**src/sv/bps_pkg.sv**
```systemverilog
// ----------------------------------------------------------------------------
// bps_pkg
// Types, widths and constants shared by the stroke smoother modules.
// ----------------------------------------------------------------------------
package bps_pkg;

  // Coordinate word: signed fixed point, 20 bits.
  localparam int CW = 20;
  // Control point sums such as 7*p0 + 6*p1 - p2 need four more bits.
  localparam int EW = 24;
  // One weighted term: a control value times a weight of at most 768.
  localparam int PW = 30;
  // Sum of the four weighted terms.
  localparam int NW = 32;
  // Rounded magnitude divided by four, ready for the divide by 375.
  localparam int VW = 29;
  // Reciprocal of 375, scaled by two to the RECIP_SHIFT.
  localparam int RW = 30;
  localparam int RECIP_SHIFT = 38;
  localparam logic [RW-1:0] RECIP = 30'd733007752;
  // Quotient width after the reciprocal multiply.
  localparam int QW = VW + RW - RECIP_SHIFT;
  // Half of the divisor 1500, added before truncation.
  localparam int ROUND_BIAS = 750;
  localparam int WW = 10;

  typedef logic signed [CW-1:0] coord_t;
  typedef logic signed [EW-1:0] ctrl_t;
  typedef logic [3:0][WW-1:0] wset_t;

  localparam coord_t COORD_MAX = {1'b0, {(CW-1){1'b1}}};
  localparam coord_t COORD_MIN = {1'b1, {(CW-1){1'b0}}};

  // Cubic segment in the scaled form c0, e1/12, e2/12, c3.
  typedef struct packed {
    coord_t c0;
    ctrl_t  e1;
    ctrl_t  e2;
    coord_t c3;
  } seg_t;

  // One output step as it travels down the pipeline.
  typedef struct packed {
    logic       valid;
    logic       direct;
    logic [2:0] m;
    logic       last;
  } step_t;

  function automatic ctrl_t widen(input coord_t v);
    return {{(EW-CW){v[CW-1]}}, v};
  endfunction

  // Weights of c0, e1, e2 and c3 at t = m/5: 12a^3, 3a^2m, 3am^2, 12m^3 with a = 5 - m.
  // Element 0 weighs c0.
  function automatic wset_t weights(input logic [2:0] m);
    wset_t w;
    case (m)
      3'd1:    w = {10'd12, 10'd12, 10'd48, 10'd768};
      3'd2:    w = {10'd96, 10'd36, 10'd54, 10'd324};
      3'd3:    w = {10'd324, 10'd54, 10'd36, 10'd96};
      3'd4:    w = {10'd768, 10'd48, 10'd12, 10'd12};
      default: w = '0;
    endcase
    return w;
  endfunction

endpackage

```
**src/sv/bps_curve_eval.sv**
```systemverilog
// ----------------------------------------------------------------------------
// bps_curve_eval
// Three-stage evaluation of one coordinate of a cubic point: weighted terms,
// rounded magnitude, reciprocal divide by 1500. The final sign and
// saturation are combinational after the last stage.
// ----------------------------------------------------------------------------
module bps_curve_eval (
  input  logic            clk,
  input  logic            en,
  input  bps_pkg::step_t  step,
  input  bps_pkg::seg_t   seg,
  output bps_pkg::coord_t res
);

  bps_pkg::wset_t                w;
  logic signed [bps_pkg::EW+bps_pkg::WW:0] t0, t1, t2, t3;
  logic signed [bps_pkg::PW-1:0] p0, p1, p2, p3;
  bps_pkg::coord_t               c0_1, c0_2, c0_3;
  logic                          dir1, dir2, dir3;
  logic signed [bps_pkg::NW-1:0] n;
  logic [bps_pkg::NW-1:0]        mag;
  logic [bps_pkg::NW-1:0]        madd;
  logic [bps_pkg::VW-1:0]        v2;
  logic                          neg2, neg3;
  logic [bps_pkg::VW+bps_pkg::RW-1:0] prod;
  logic [bps_pkg::QW-1:0]        q3;
  logic signed [bps_pkg::QW:0]   sq;
  logic                          ovf;
  bps_pkg::coord_t               sat;

  always_comb begin
    w  = bps_pkg::weights(step.m);
    t0 = $signed({1'b0, w[0]}) * seg.c0;
    t1 = $signed({1'b0, w[1]}) * seg.e1;
    t2 = $signed({1'b0, w[2]}) * seg.e2;
    t3 = $signed({1'b0, w[3]}) * seg.c3;
  end

  always_comb begin
    n    = bps_pkg::NW'(p0) + bps_pkg::NW'(p1) + bps_pkg::NW'(p2) + bps_pkg::NW'(p3);
    mag  = n[bps_pkg::NW-1] ? -n : n;
    madd = mag + bps_pkg::NW'(bps_pkg::ROUND_BIAS);
  end

  assign prod = v2 * bps_pkg::RECIP;

  // Ties round away from zero: the magnitude is rounded, then the sign goes back on.
  always_comb begin
    sq  = neg3 ? -$signed({1'b0, q3}) : $signed({1'b0, q3});
    ovf = !((&sq[bps_pkg::QW:bps_pkg::CW-1]) || !(|sq[bps_pkg::QW:bps_pkg::CW-1]));
    if (ovf) begin
      sat = sq[bps_pkg::QW] ? bps_pkg::COORD_MIN : bps_pkg::COORD_MAX;
    end else begin
      sat = sq[bps_pkg::CW-1:0];
    end
    res = dir3 ? c0_3 : sat;
  end

  always_ff @(posedge clk) begin
    if (en) begin
      p0   <= t0[bps_pkg::PW-1:0];
      p1   <= t1[bps_pkg::PW-1:0];
      p2   <= t2[bps_pkg::PW-1:0];
      p3   <= t3[bps_pkg::PW-1:0];
      c0_1 <= seg.c0;
      dir1 <= step.direct;
      v2   <= madd[bps_pkg::VW+1:2];
      neg2 <= n[bps_pkg::NW-1];
      c0_2 <= c0_1;
      dir2 <= dir1;
      q3   <= prod[bps_pkg::VW+bps_pkg::RW-1:bps_pkg::RECIP_SHIFT];
      neg3 <= neg2;
      c0_3 <= c0_2;
      dir3 <= dir2;
    end
  end

endmodule

```
**config.mk**
```make
export PLATFORM = sky130hd
export DESIGN_NAME = bps_curve_eval
export DESIGN_NICKNAME = d
export VERILOG_FILES = /design/src/sv/bps_pkg.sv /design/src/sv/bps_curve_eval.sv
export SDC_FILE = /design/constraint.sdc
export NUM_CORES = 2
export LEC_CHECK = 0
export BUFFER_PORTS_ARGS = -buffer_cell sky130_fd_sc_hd__buf_2
export CORE_MARGIN = 1
export CORE_UTILIZATION = 66
export DETAILED_ROUTE_END_ITERATION = 8
export PLACE_DENSITY = 0.88
export REMOVE_ABC_BUFFERS = 1
export SLEW_MARGIN = 20
export SYNTH_ARGS = -nofsm -noshare
export SYNTH_HDL_FRONTEND = slang
export SYNTH_SLANG_ARGS = --single-unit
```
**constraint.sdc**
```tcl
create_clock -name clk -period 10.1 [get_ports clk]
set_input_delay 1.515 -clock clk [delete_from_list [all_inputs] [get_ports clk]]
set_output_delay 1.515 -clock clk [all_outputs]
set_load 0.05 [all_outputs]
```
==> metrics.md <==
| Metric | Value |
|---|---|
| Post-synth top area share | 30.2% |
| Final core utilization | 70.8% |
| RePlAce Congestion | 0.948 |
| Worst-Margin Slew | 1.10 ns |
| Distinct cells, synth | 85 |
| Number of DRC markers in iteration 0 | 1,902 |
| Tmin final | about 8.6 ns |
| First-pass GRT wire length | 170,000 um |
| Fillers | 4,533 |
| Max-cap check violation count | 0 |
| DP HPWL | 83,400 um |
| # rows | 95 |
| Port Buffer Count | ~110 |
| Post-synth EDFFs | roughly 230 |
| Clk_lat worst skew | between 0.5 and 0.6 ns |
| Highest clock rate | 0.116 GHz |
| Crit-path max FO | 48 |
| Layout cells sized above 1 | 4.84% |
| Grt ovf | 0 |
| Post_cts resized | 0 |
| Max-slew violation count | 0 |
| DR DRC count | 0 |
| Setup Skew | 0.0184 ns |
| Via-to-Cell Ratio | 5.72 |
| Clock sinks | 229 |
| Final antenna-violating net count | 0 |
| Post-CTS Hold Fix Bufs | 0 |
| CP Data Required Time | 10.43 ns |
| Clock-pin slew on the worst setup and hold paths | 0.08 ns |
| TritonRoute pass-1 iters | 5 |
| Largest cells by area after synthesis | fa_1 (30%), ha_1 (21%), edfxtp_1 (15%), inv_1 (9.5%), and2_1 (4.6%) |
| Critical path data arrival time | between 8 and 9 ns |
| Post-Syn Area | between 40,000 and 50,000 sq um |
| CP startpoint kind | input port |
| Routed wire length | roughly 100,000 um |
| I/O pins | 116 |
| Die area | 69,800 sq um |
| Period utilisation layout | 85.1% |
| Largest net degree at the start of global routing | 104 |
| Sequential standard cell area | approximately 6900 sq um |
| Sequential-to-total area share from yosys stat | between 10% and 20% |
| Status | completed |
| Vias in the first global route | ~35,000 |
| Die height | around 260 um |
| Cells after synthesis | about 4,600 |
| Crit path capture type | register |
| Die X | between 200 and 300 um |
| Post-Syn Area per Cell | 9.83 sq um |
| #FFs+latches synth | approximately 230 |
| Wire per inst | 18.1 um |
| GRT Overall Usage | 30.2% |
| Initial antenna violation count | 7 |
| Num CTS Buffers | 25 |
| Synth cell count leaders | inv_1 (1,154), ha_1 (779), fa_1 (684) |
| Total number of vias | 32,018 |
| Yosys warns | 0 |
| RSZ-0062 raised after global routing | no |
| CTS root buf | clkbuf_16 |
| Starting Density | 67.1% |
| Clk buf depth | 3 |
| Postcts setup bufs | 0 |
| Multi-input gate area | 33,900 sq um |
| Final setup fails | 0 |
| Final Hold Viols | 0 |
| Top-count cell post-synth | inv_1 |
| Ys async rst share | 0% |
| TritonCTS clock tree | done |
| Slew Limit Headroom | 26.4% |
| Worst hold-check path type | register to register |
| Synth Flop Type | edfxtp_1 |
| H-Tree Depth | 1 |
| Dominant cell type by area after synthesis | fa_1 |
| Crit path kind | input port to register |
| CORE AREA | 67,600 sq um |
| P&R area growth vs syn | 5.39% |
| Nets | between 6,000 and 7,000 |
[critical path: stages]
cell,delay (ns)
buf_2,0.17
nor2b_4,0.44
buf_4,0.48
or2_2,0.76
nand2_1,0.18
fa_1,0.57
inv_1,0.04
ha_1,0.18
ha_1,0.28
inv_1,0.06
fa_1,0.51
fa_1,0.50
inv_1,0.04
ha_1,0.31
a21o_1,0.19
a21oi_1,0.27
o21bai_1,0.12
a21oi_1,0.26
o21ai_0,0.23
a21oi_1,0.30
a31oi_1,0.19
a41o_1,0.30
o41a_1,0.37
a211o_1,0.30
a21oi_1,0.20
xnor2_1,0.08
[cell usage in the layout (no fill, tap or decap), drive strengths merged, types with 7 or more instances in the layout]
cell type	Yosys	final
xnor2	154	154
or3	15	15
nor2b	69	69
o21ai	79	79
and3	68	68
o31ai	11	11
nor3	58	58
edfxtp	229	229
o2111ai	8	8
nor4	11	11
ha	779	779
and2	335	335
a21o	38	38
a21oi	137	137
mux2	7	7
nand2	207	207
fa	684	684
inv	1155	1163
a31oi	19	19
nand4	15	15
nand3	46	46
clkbuf	76	26
a211oi	21	21
o21bai	16	16
or2	15	15
buf	9	137
xor2	63	63
o21a	19	19
nor3b	8	8
nand2b	15	15
nor2	134	134
o211ai	14	14
mux2i	9	9
[metal layers]
layer	vias up	global-route usage [%]	part of all wire (%)
met4	4	14.9	5.2
met3	326	3.20	4.9
met5	-	0	0.022
met2	1002	54.9	52
met1	15875	35.4	38
li1	14811	-	-
[through the flow]
step | TNS, ns | instances | setup slack, ns | hold WS [ns] | instance area, sq um
after floorplan | -0.136 | 4532 | -0.0930 | 0.400 | 45100
final | 0 | 5593 | 1.50 | 0.411 | 47900
after global routing | 0 | 5593 | 1.19 | 0.423 | 47900
after global placement | 0 | 5542 | 1.40 | 0.401 | 46900
after detailed placement | 0 | 5542 | 1.08 | 0.405 | 46900
after CTS | 0 | 5588 | 1.63 | 0.413 | 47800
[path summary, 6_finish.rpt]
path	startpoint	to	slack, ns	cells past startpoint
setup / recovery	step[2]	p1[28]$_DFFE_PP_	1.50	26
hold / removal	c0_2[5]$_DFFE_PP_	c0_3[5]$_DFFE_PP_	0.41	0
setup reg to reg	v2[10]$_DFFE_PP_	q3[20]$_DFFE_PP_	1.64	26
hold reg to reg	c0_2[5]$_DFFE_PP_	c0_3[5]$_DFFE_PP_	0.41	0
[logic make-up after synthesis]
| family | after synthesis | synth area share (%) |
|---|---|---|
| buf+inv | 1240 | 10.3 |
| simple gates | 1015 | 12.0 |
| mux | 16 | 0.372 |
| fa+ha+maj | 1463 | 51.6 |
| xor+xnor | 217 | 4.19 |
| flops | 229 | 15.1 |
| compound gates | 437 | 6.35 |
[sequential cells by signal, indices dropped and copies added (netlist names)]
signal,count
c0_1,20
c0_2,20
c0_3,20
dir1,1
dir2,1
dir3,1
neg2,1
neg3,1
p0,28
p1,29
p2,29
p3,28
q3,21
v2,29
[final cells by class]
type	instances	area share, %
tap	873	2.28
antenna	5	0.0261
clock inverter	20	0.560
timing repair buffer	137	1.58
inverter	1155	9.06
multi-input combinational	3148	70.8
clock buffer	26	1.32
sequential	229	14.4
Power is not shown: default switching activity piles up to over one toggle a cycle in this logic, so the estimate is an artifact.
