[src/sv/bps_pkg.sv]
// ----------------------------------------------------------------------------
// bps_pkg
// Types, widths and constants shared by the stroke smoother modules.
// ----------------------------------------------------------------------------
package bps_pkg;

  // Coordinate word: signed fixed point, 20 bits.
  localparam int CW = 20;
  // Control point sums such as 7*p0 + 6*p1 - p2 need four more bits.
  localparam int EW = 24;
  // One weighted term: a control value times a weight of at most 768.
  localparam int PW = 30;
  // Sum of the four weighted terms.
  localparam int NW = 32;
  // Rounded magnitude divided by four, ready for the divide by 375.
  localparam int VW = 29;
  // Reciprocal of 375, scaled by two to the RECIP_SHIFT.
  localparam int RW = 30;
  localparam int RECIP_SHIFT = 38;
  localparam logic [RW-1:0] RECIP = 30'd733007752;
  // Quotient width after the reciprocal multiply.
  localparam int QW = VW + RW - RECIP_SHIFT;
  // Half of the divisor 1500, added before truncation.
  localparam int ROUND_BIAS = 750;
  localparam int WW = 10;

  typedef logic signed [CW-1:0] coord_t;
  typedef logic signed [EW-1:0] ctrl_t;
  typedef logic [3:0][WW-1:0] wset_t;

  localparam coord_t COORD_MAX = {1'b0, {(CW-1){1'b1}}};
  localparam coord_t COORD_MIN = {1'b1, {(CW-1){1'b0}}};

  // Cubic segment in the scaled form c0, e1/12, e2/12, c3.
  typedef struct packed {
    coord_t c0;
    ctrl_t  e1;
    ctrl_t  e2;
    coord_t c3;
  } seg_t;

  // One output step as it travels down the pipeline.
  typedef struct packed {
    logic       valid;
    logic       direct;
    logic [2:0] m;
    logic       last;
  } step_t;

  function automatic ctrl_t widen(input coord_t v);
    return {{(EW-CW){v[CW-1]}}, v};
  endfunction

  // Weights of c0, e1, e2 and c3 at t = m/5: 12a^3, 3a^2m, 3am^2, 12m^3 with a = 5 - m.
  // Element 0 weighs c0.
  function automatic wset_t weights(input logic [2:0] m);
    wset_t w;
    case (m)
      3'd1:    w = {10'd12, 10'd12, 10'd48, 10'd768};
      3'd2:    w = {10'd96, 10'd36, 10'd54, 10'd324};
      3'd3:    w = {10'd324, 10'd54, 10'd36, 10'd96};
      3'd4:    w = {10'd768, 10'd48, 10'd12, 10'd12};
      default: w = '0;
    endcase
    return w;
  endfunction

endpackage

[src/sv/bps_sequencer.sv]
// ----------------------------------------------------------------------------
// bps_sequencer
// Holds the point window, takes input items and steps through the output
// points of each item, one step descriptor per cycle while adv is high.
// ----------------------------------------------------------------------------
module bps_sequencer (
  input  logic            clk,
  input  logic            rst,
  input  logic            adv,
  input  logic            in_valid,
  output logic            in_ready,
  input  bps_pkg::coord_t in_x,
  input  bps_pkg::coord_t in_y,
  input  logic            in_last,
  output bps_pkg::step_t  step,
  output bps_pkg::seg_t   seg_x,
  output bps_pkg::seg_t   seg_y
);

  typedef enum logic [1:0] {KIND_ONE, KIND_TWO, KIND_SEG, KIND_END} kind_t;
  typedef enum logic [1:0] {PICK_P0, PICK_P1, PICK_P2} pick_t;

  // The second segment of a final window starts at this step.
  localparam logic [3:0] IDX_MID = 4'd5;
  localparam logic [3:0] IDX_END = 4'd10;

  logic [1:0]      held;
  logic [1:0]      held_next;
  bps_pkg::coord_t older_x, older_y, newer_x, newer_y;
  bps_pkg::coord_t jp0_x, jp0_y, jp1_x, jp1_y, jp2_x, jp2_y;
  logic            job_active;
  kind_t           job_kind;
  logic [3:0]      job_idx;
  logic [3:0]      job_end;
  logic            accept;
  logic            new_job;
  kind_t           new_kind;
  logic [3:0]      new_end;
  logic            emit;
  logic            d_direct;
  logic            d_second;
  logic            d_last;
  logic [2:0]      d_m;
  logic [3:0]      idx_b;
  pick_t           d_pick;

  function automatic bps_pkg::seg_t build_seg(
    input bps_pkg::coord_t p0,
    input bps_pkg::coord_t p1,
    input bps_pkg::coord_t p2,
    input logic            second,
    input logic            direct,
    input pick_t           pick
  );
    bps_pkg::ctrl_t w0, w1, w2, six1;
    bps_pkg::seg_t  s;
    w0 = bps_pkg::widen(p0);
    w1 = bps_pkg::widen(p1);
    w2 = bps_pkg::widen(p2);
    six1 = (w1 <<< 2) + (w1 <<< 1);
    if (!second) begin
      s.c0 = p0;
      s.e1 = (w0 <<< 3) - w0 + six1 - w2;
      s.e2 = (w0 + six1 - w2) <<< 1;
      s.c3 = p1;
    end else begin
      s.c0 = p1;
      s.e1 = (six1 - w0 + w2) <<< 1;
      s.e2 = six1 - w0 + (w2 <<< 3) - w2;
      s.c3 = p2;
    end
    // A point that is passed through travels in c0.
    if (direct) begin
      case (pick)
        PICK_P0: s.c0 = p0;
        PICK_P1: s.c0 = p1;
        default: s.c0 = p2;
      endcase
    end
    return s;
  endfunction

  assign in_ready = !job_active || (adv && (job_idx == job_end));
  assign accept   = in_valid && in_ready;
  assign emit     = adv && job_active;

  always_comb begin
    new_job   = 1'b0;
    new_kind  = KIND_ONE;
    held_next = 2'd0;
    case (held)
      2'd0: begin
        new_job   = in_last;
        held_next = in_last ? 2'd0 : 2'd1;
      end
      2'd1: begin
        new_job   = in_last;
        new_kind  = KIND_TWO;
        held_next = in_last ? 2'd0 : 2'd2;
      end
      default: begin
        new_job   = 1'b1;
        new_kind  = in_last ? KIND_END : KIND_SEG;
        held_next = in_last ? 2'd0 : 2'd2;
      end
    endcase
    case (new_kind)
      KIND_ONE: new_end = 4'd0;
      KIND_TWO: new_end = 4'd1;
      KIND_SEG: new_end = IDX_MID - 4'd1;
      default:  new_end = IDX_END;
    endcase
  end

  // Step descriptor for the current position within the job.
  always_comb begin
    d_direct = 1'b1;
    d_second = 1'b0;
    d_last   = 1'b0;
    d_m      = '0;
    d_pick   = PICK_P2;
    idx_b    = job_idx - IDX_MID;
    case (job_kind)
      KIND_ONE: d_last = 1'b1;
      KIND_TWO: begin
        if (job_idx == 4'd0) begin
          d_pick = PICK_P1;
        end else begin
          d_last = 1'b1;
        end
      end
      default: begin
        if (job_idx == 4'd0) begin
          d_pick = PICK_P0;
        end else if (job_idx < IDX_MID) begin
          d_direct = 1'b0;
          d_m      = job_idx[2:0];
        end else if (job_idx == IDX_MID) begin
          d_pick = PICK_P1;
        end else if (job_idx < IDX_END) begin
          d_direct = 1'b0;
          d_second = 1'b1;
          d_m      = idx_b[2:0];
        end else begin
          d_last = 1'b1;
        end
      end
    endcase
  end

  always_ff @(posedge clk) begin
    if (rst) begin
      held       <= 2'd0;
      job_active <= 1'b0;
      job_kind   <= KIND_ONE;
      job_idx    <= '0;
      job_end    <= '0;
      step       <= '0;
    end else begin
      if (adv) begin
        if (job_active) begin
          step.valid  <= 1'b1;
          step.direct <= d_direct;
          step.m      <= d_m;
          step.last   <= d_last;
        end else begin
          step.valid <= 1'b0;
        end
      end
      // A new job starts only when no job is active or when the current one issues its last step.
      if (accept && new_job) begin
        job_active <= 1'b1;
        job_kind   <= new_kind;
        job_idx    <= '0;
        job_end    <= new_end;
      end else if (emit) begin
        job_idx <= job_idx + 4'd1;
        if (job_idx == job_end) begin
          job_active <= 1'b0;
        end
      end
      if (accept) begin
        held <= held_next;
      end
    end
  end

  always_ff @(posedge clk) begin
    if (accept) begin
      if (!in_last) begin
        older_x <= newer_x;
        older_y <= newer_y;
        newer_x <= in_x;
        newer_y <= in_y;
      end
      if (new_job) begin
        jp0_x <= older_x;
        jp0_y <= older_y;
        jp1_x <= newer_x;
        jp1_y <= newer_y;
        jp2_x <= in_x;
        jp2_y <= in_y;
      end
    end
    if (emit) begin
      seg_x <= build_seg(jp0_x, jp1_x, jp2_x, d_second, d_direct, d_pick);
      seg_y <= build_seg(jp0_y, jp1_y, jp2_y, d_second, d_direct, d_pick);
    end
  end

endmodule

[config.mk]
export PLATFORM = sky130hd
export DESIGN_NAME = bps_sequencer
export DESIGN_NICKNAME = d
export VERILOG_FILES = /design/src/sv/bps_pkg.sv /design/src/sv/bps_sequencer.sv
export SDC_FILE = /design/constraint.sdc
export NUM_CORES = 1
export LEC_CHECK = 0
export BUFFER_PORTS_ARGS = -buffer_cell sky130_fd_sc_hd__buf_4
export CAP_MARGIN = 20
export CORE_MARGIN = 4
export CORE_UTILIZATION = 55
export CTS_CLUSTER_SIZE = 30
export DETAILED_ROUTE_END_ITERATION = 10
export GPL_TIMING_DRIVEN = 0
export PLACE_DENSITY_LB_ADDON = 0.1
export SLEW_MARGIN = 20
export SYNTH_ARGS = -nofsm -noshare
export SYNTH_HDL_FRONTEND = slang
export SYNTH_SLANG_ARGS = --single-unit
[constraint.sdc]
create_clock -name clk -period 7.9 [get_ports clk]
set_input_delay 2.37 -clock clk [delete_from_list [all_inputs] [get_ports clk]]
set_output_delay 2.37 -clock clk [all_outputs]
set_load 0.01 [all_outputs]
==> metrics.txt <==
biggest registers after layout seg_x (88), seg_y (88); routed wl met3 6290 um; share of cells above drive strength 1 10.1%; final hold vios 0; CP max stage cell edfxtp_1; count leader, synth inv_1; Seq/Total Area, Yosys 37.8%; total wire length 93400 um; number of global-route vias before repair 24485; First-pass DRT Iterations 6; outcome finished, final reports clean; Unique masters post-synth 80; FP Rows 86; hold path startpoint older_x[0]; crit path DAT 7.81 ns; post-synth top area cell edfxtp_1; flops & latches, synth 394; wire length of the first global-routing pass 141000 um; crit end category register; synthesized area per cell 10.2 um2; Worst path most repeated cell ha_1; CP max stage delay about 0.51 ns; TritonCTS clock tree yes; Net Count, Synth 3515; Max Slew Vio Count 0; Post-Syn Area 30800 um2; yosys warns 0; Startpoint Class register; Worst R2R Setup Slack 0.34 ns; Root Buffer clkbuf_16; Peak Freq ~130 MHz; max_cap viols 0; leakage 15.4 nW; minimum clock period after layout around 7.6 ns; Worst-path clk slew ~0.06 ns; DIE AREA approximately 60000 um2; share of the clock period used by the worst path 95.6%; Worst-Margin Slew roughly 1.2 ns; I/O pins 228; metal2 WL 44000 um; Setup TNS 0 ns; clk sinks a little under 400; normalized max-slew margin around 20%; Detailed Place HPWL ~75000 um; crit path buf inv count 2; DR vias 24106; RSZ-0062 raised after global routing true; fill count 4588; post-route setup slack 0.345 ns; Post-synth EDFFs 376; Final #Nets roughly 3800; core area roughly 55000 um2; hold endpoint jp0_x[0]; total track usage between 30 and 40%; hold-critical path depth 0; worst-path fanout max 10; antenna viol nets, final 0; Die Span Y 245 um; Multi-input gate area 17500 um2; Clock Path Buffers 3; HP Class reg -> reg; GP Congestion just over 1; Worst Clk Skew between 0.02 and 0.025 ns; Gate Count Post-Synth 3021; largest net degree at the start of global routing 67; total power draw 9.95 mW; Die X 245 um; DR WL/cell 22.9 um; wl on met1 38800 um; RR Endpoint seg_y[43]; 1st-iter DRT viols 2147; H-tree depth 2; cell family with most CP delay compound AO/OA/AOI/OAI gates; register area 11700 um2; Num CTS Buffers 41; R2R Path Start jp1_y[1]; vias per cell approximately 5.9; highest metal used met4; pwr dens 284 nW/um2; grt total ovfl 0; pre-CTS setup slack 0.0195 ns; Synth area leaders edfxtp_1, fa_1, ha_1; starting density of the core 55.7%; ys flop type edfxtp_1; remaining routing DRC violations 0; top-area cell type share of the netlist area ~37%; Min Hold Slack 0.412 ns; FF-to-FF path depth 31; Clock Latency Late Sink approximately 0.58 ns; Req. time, crit path roughly 8.2 ns; area grow syn2layout 13.8%; I/O Buffers 227; Max VDD drop roughly 0.22 mV; final setup fails 0; WS Path Type reg -> reg; asr flop ratio synth 0%; initial antenna violation count 1; top post-synthesis cells by count inv_1, edfxtp_1, ha_1
-- what timing repair did --
item                                   4_1_cts  5_1_grt
hold buffers                                 0        0
resized for setup                            1        3
endpoints found under the hold margin        0        0
buffers inserted                             0        1
setup endpoints to repair                    1        3
-- routing by layer --
metal | up-vias | track usage [%]
met4 | 0 | 13.5
met5 | - | 0
li1 | 11229 | -
met3 | 211 | 4.87
met1 | 11780 | 40.1
met2 | 886 | 51.1
-- cells in the final DEF (no fill, tap or decap), types with 68 or more instances in the layout --
| master | count |
|---|---|
| a21o_1 | 88 |
| nor2_1 | 171 |
| xnor2_1 | 136 |
| nand2_1 | 267 |
| ha_1 | 275 |
| a21oi_1 | 178 |
| a31oi_1 | 68 |
| buf_4 | 228 |
| edfxtp_1 | 376 |
| xor2_1 | 100 |
| fa_1 | 174 |
| o21ai_0 | 170 |
| inv_1 | 394 |
-- where the power goes --
group / internal (mW) / switching (mW) / total (mW)
registers: 2.54 / 0.0963 / 2.64
logic: 2.22 / 3.13 / 5.35
clock network: 1.15 / 0.813 / 1.96
-- cell families (layout without fill, tap and decap cells) --
family / after synthesis / in the layout / share of synthesized area [%]
simple gates: 667 / 667 / 9.86
fa+ha+maj: 449 / 449 / 22.5
buf+inv: 462 / 769 / 5.63
xor+xnor: 239 / 239 / 6.82
compound gates: 800 / 800 / 17.0
other cells: 0 / 1 / 0
flops: 394 / 394 / 37.8
mux: 10 / 10 / 0.333
-- metrics by stage --
stage	area, um2	util (%)	instances
final	35000	63.4	4077
after global routing	35000	63.4	4077
after CTS	35000	63.3	4076
after detailed placement	33700	60.9	4004
after global placement	33400	60.5	3996
after floorplan	30800	-	3021
-- worst max-delay path by stage --
stage	from	endpoint	slack [ns]	depth (start not counted)
final	jp1_y[1]	seg_y[43]	0.34	31
after global placement	adv	seg_y[61]	-1.67	3
after global routing	jp1_y[1]	seg_y[43]	-0.05	31
after detailed placement	jp1_y[0]	seg_y[43]	0.02	32
after floorplan	adv	seg_x[0]	0.39	2
after CTS	jp1_y[0]	seg_y[43]	0.07	32
-- area by class of cell --
type,count,area share [%]
sequential,394,33.2
clock inverter,26,0.835
antenna,1,0.00714
multi-input combinational,2165,49.9
tap,748,2.67
timing repair buffer,236,5.42
clock buffer,46,2.98
inverter,396,4.27
buffer,65,0.718
Note: power is estimated with default switching activity, not from simulation.
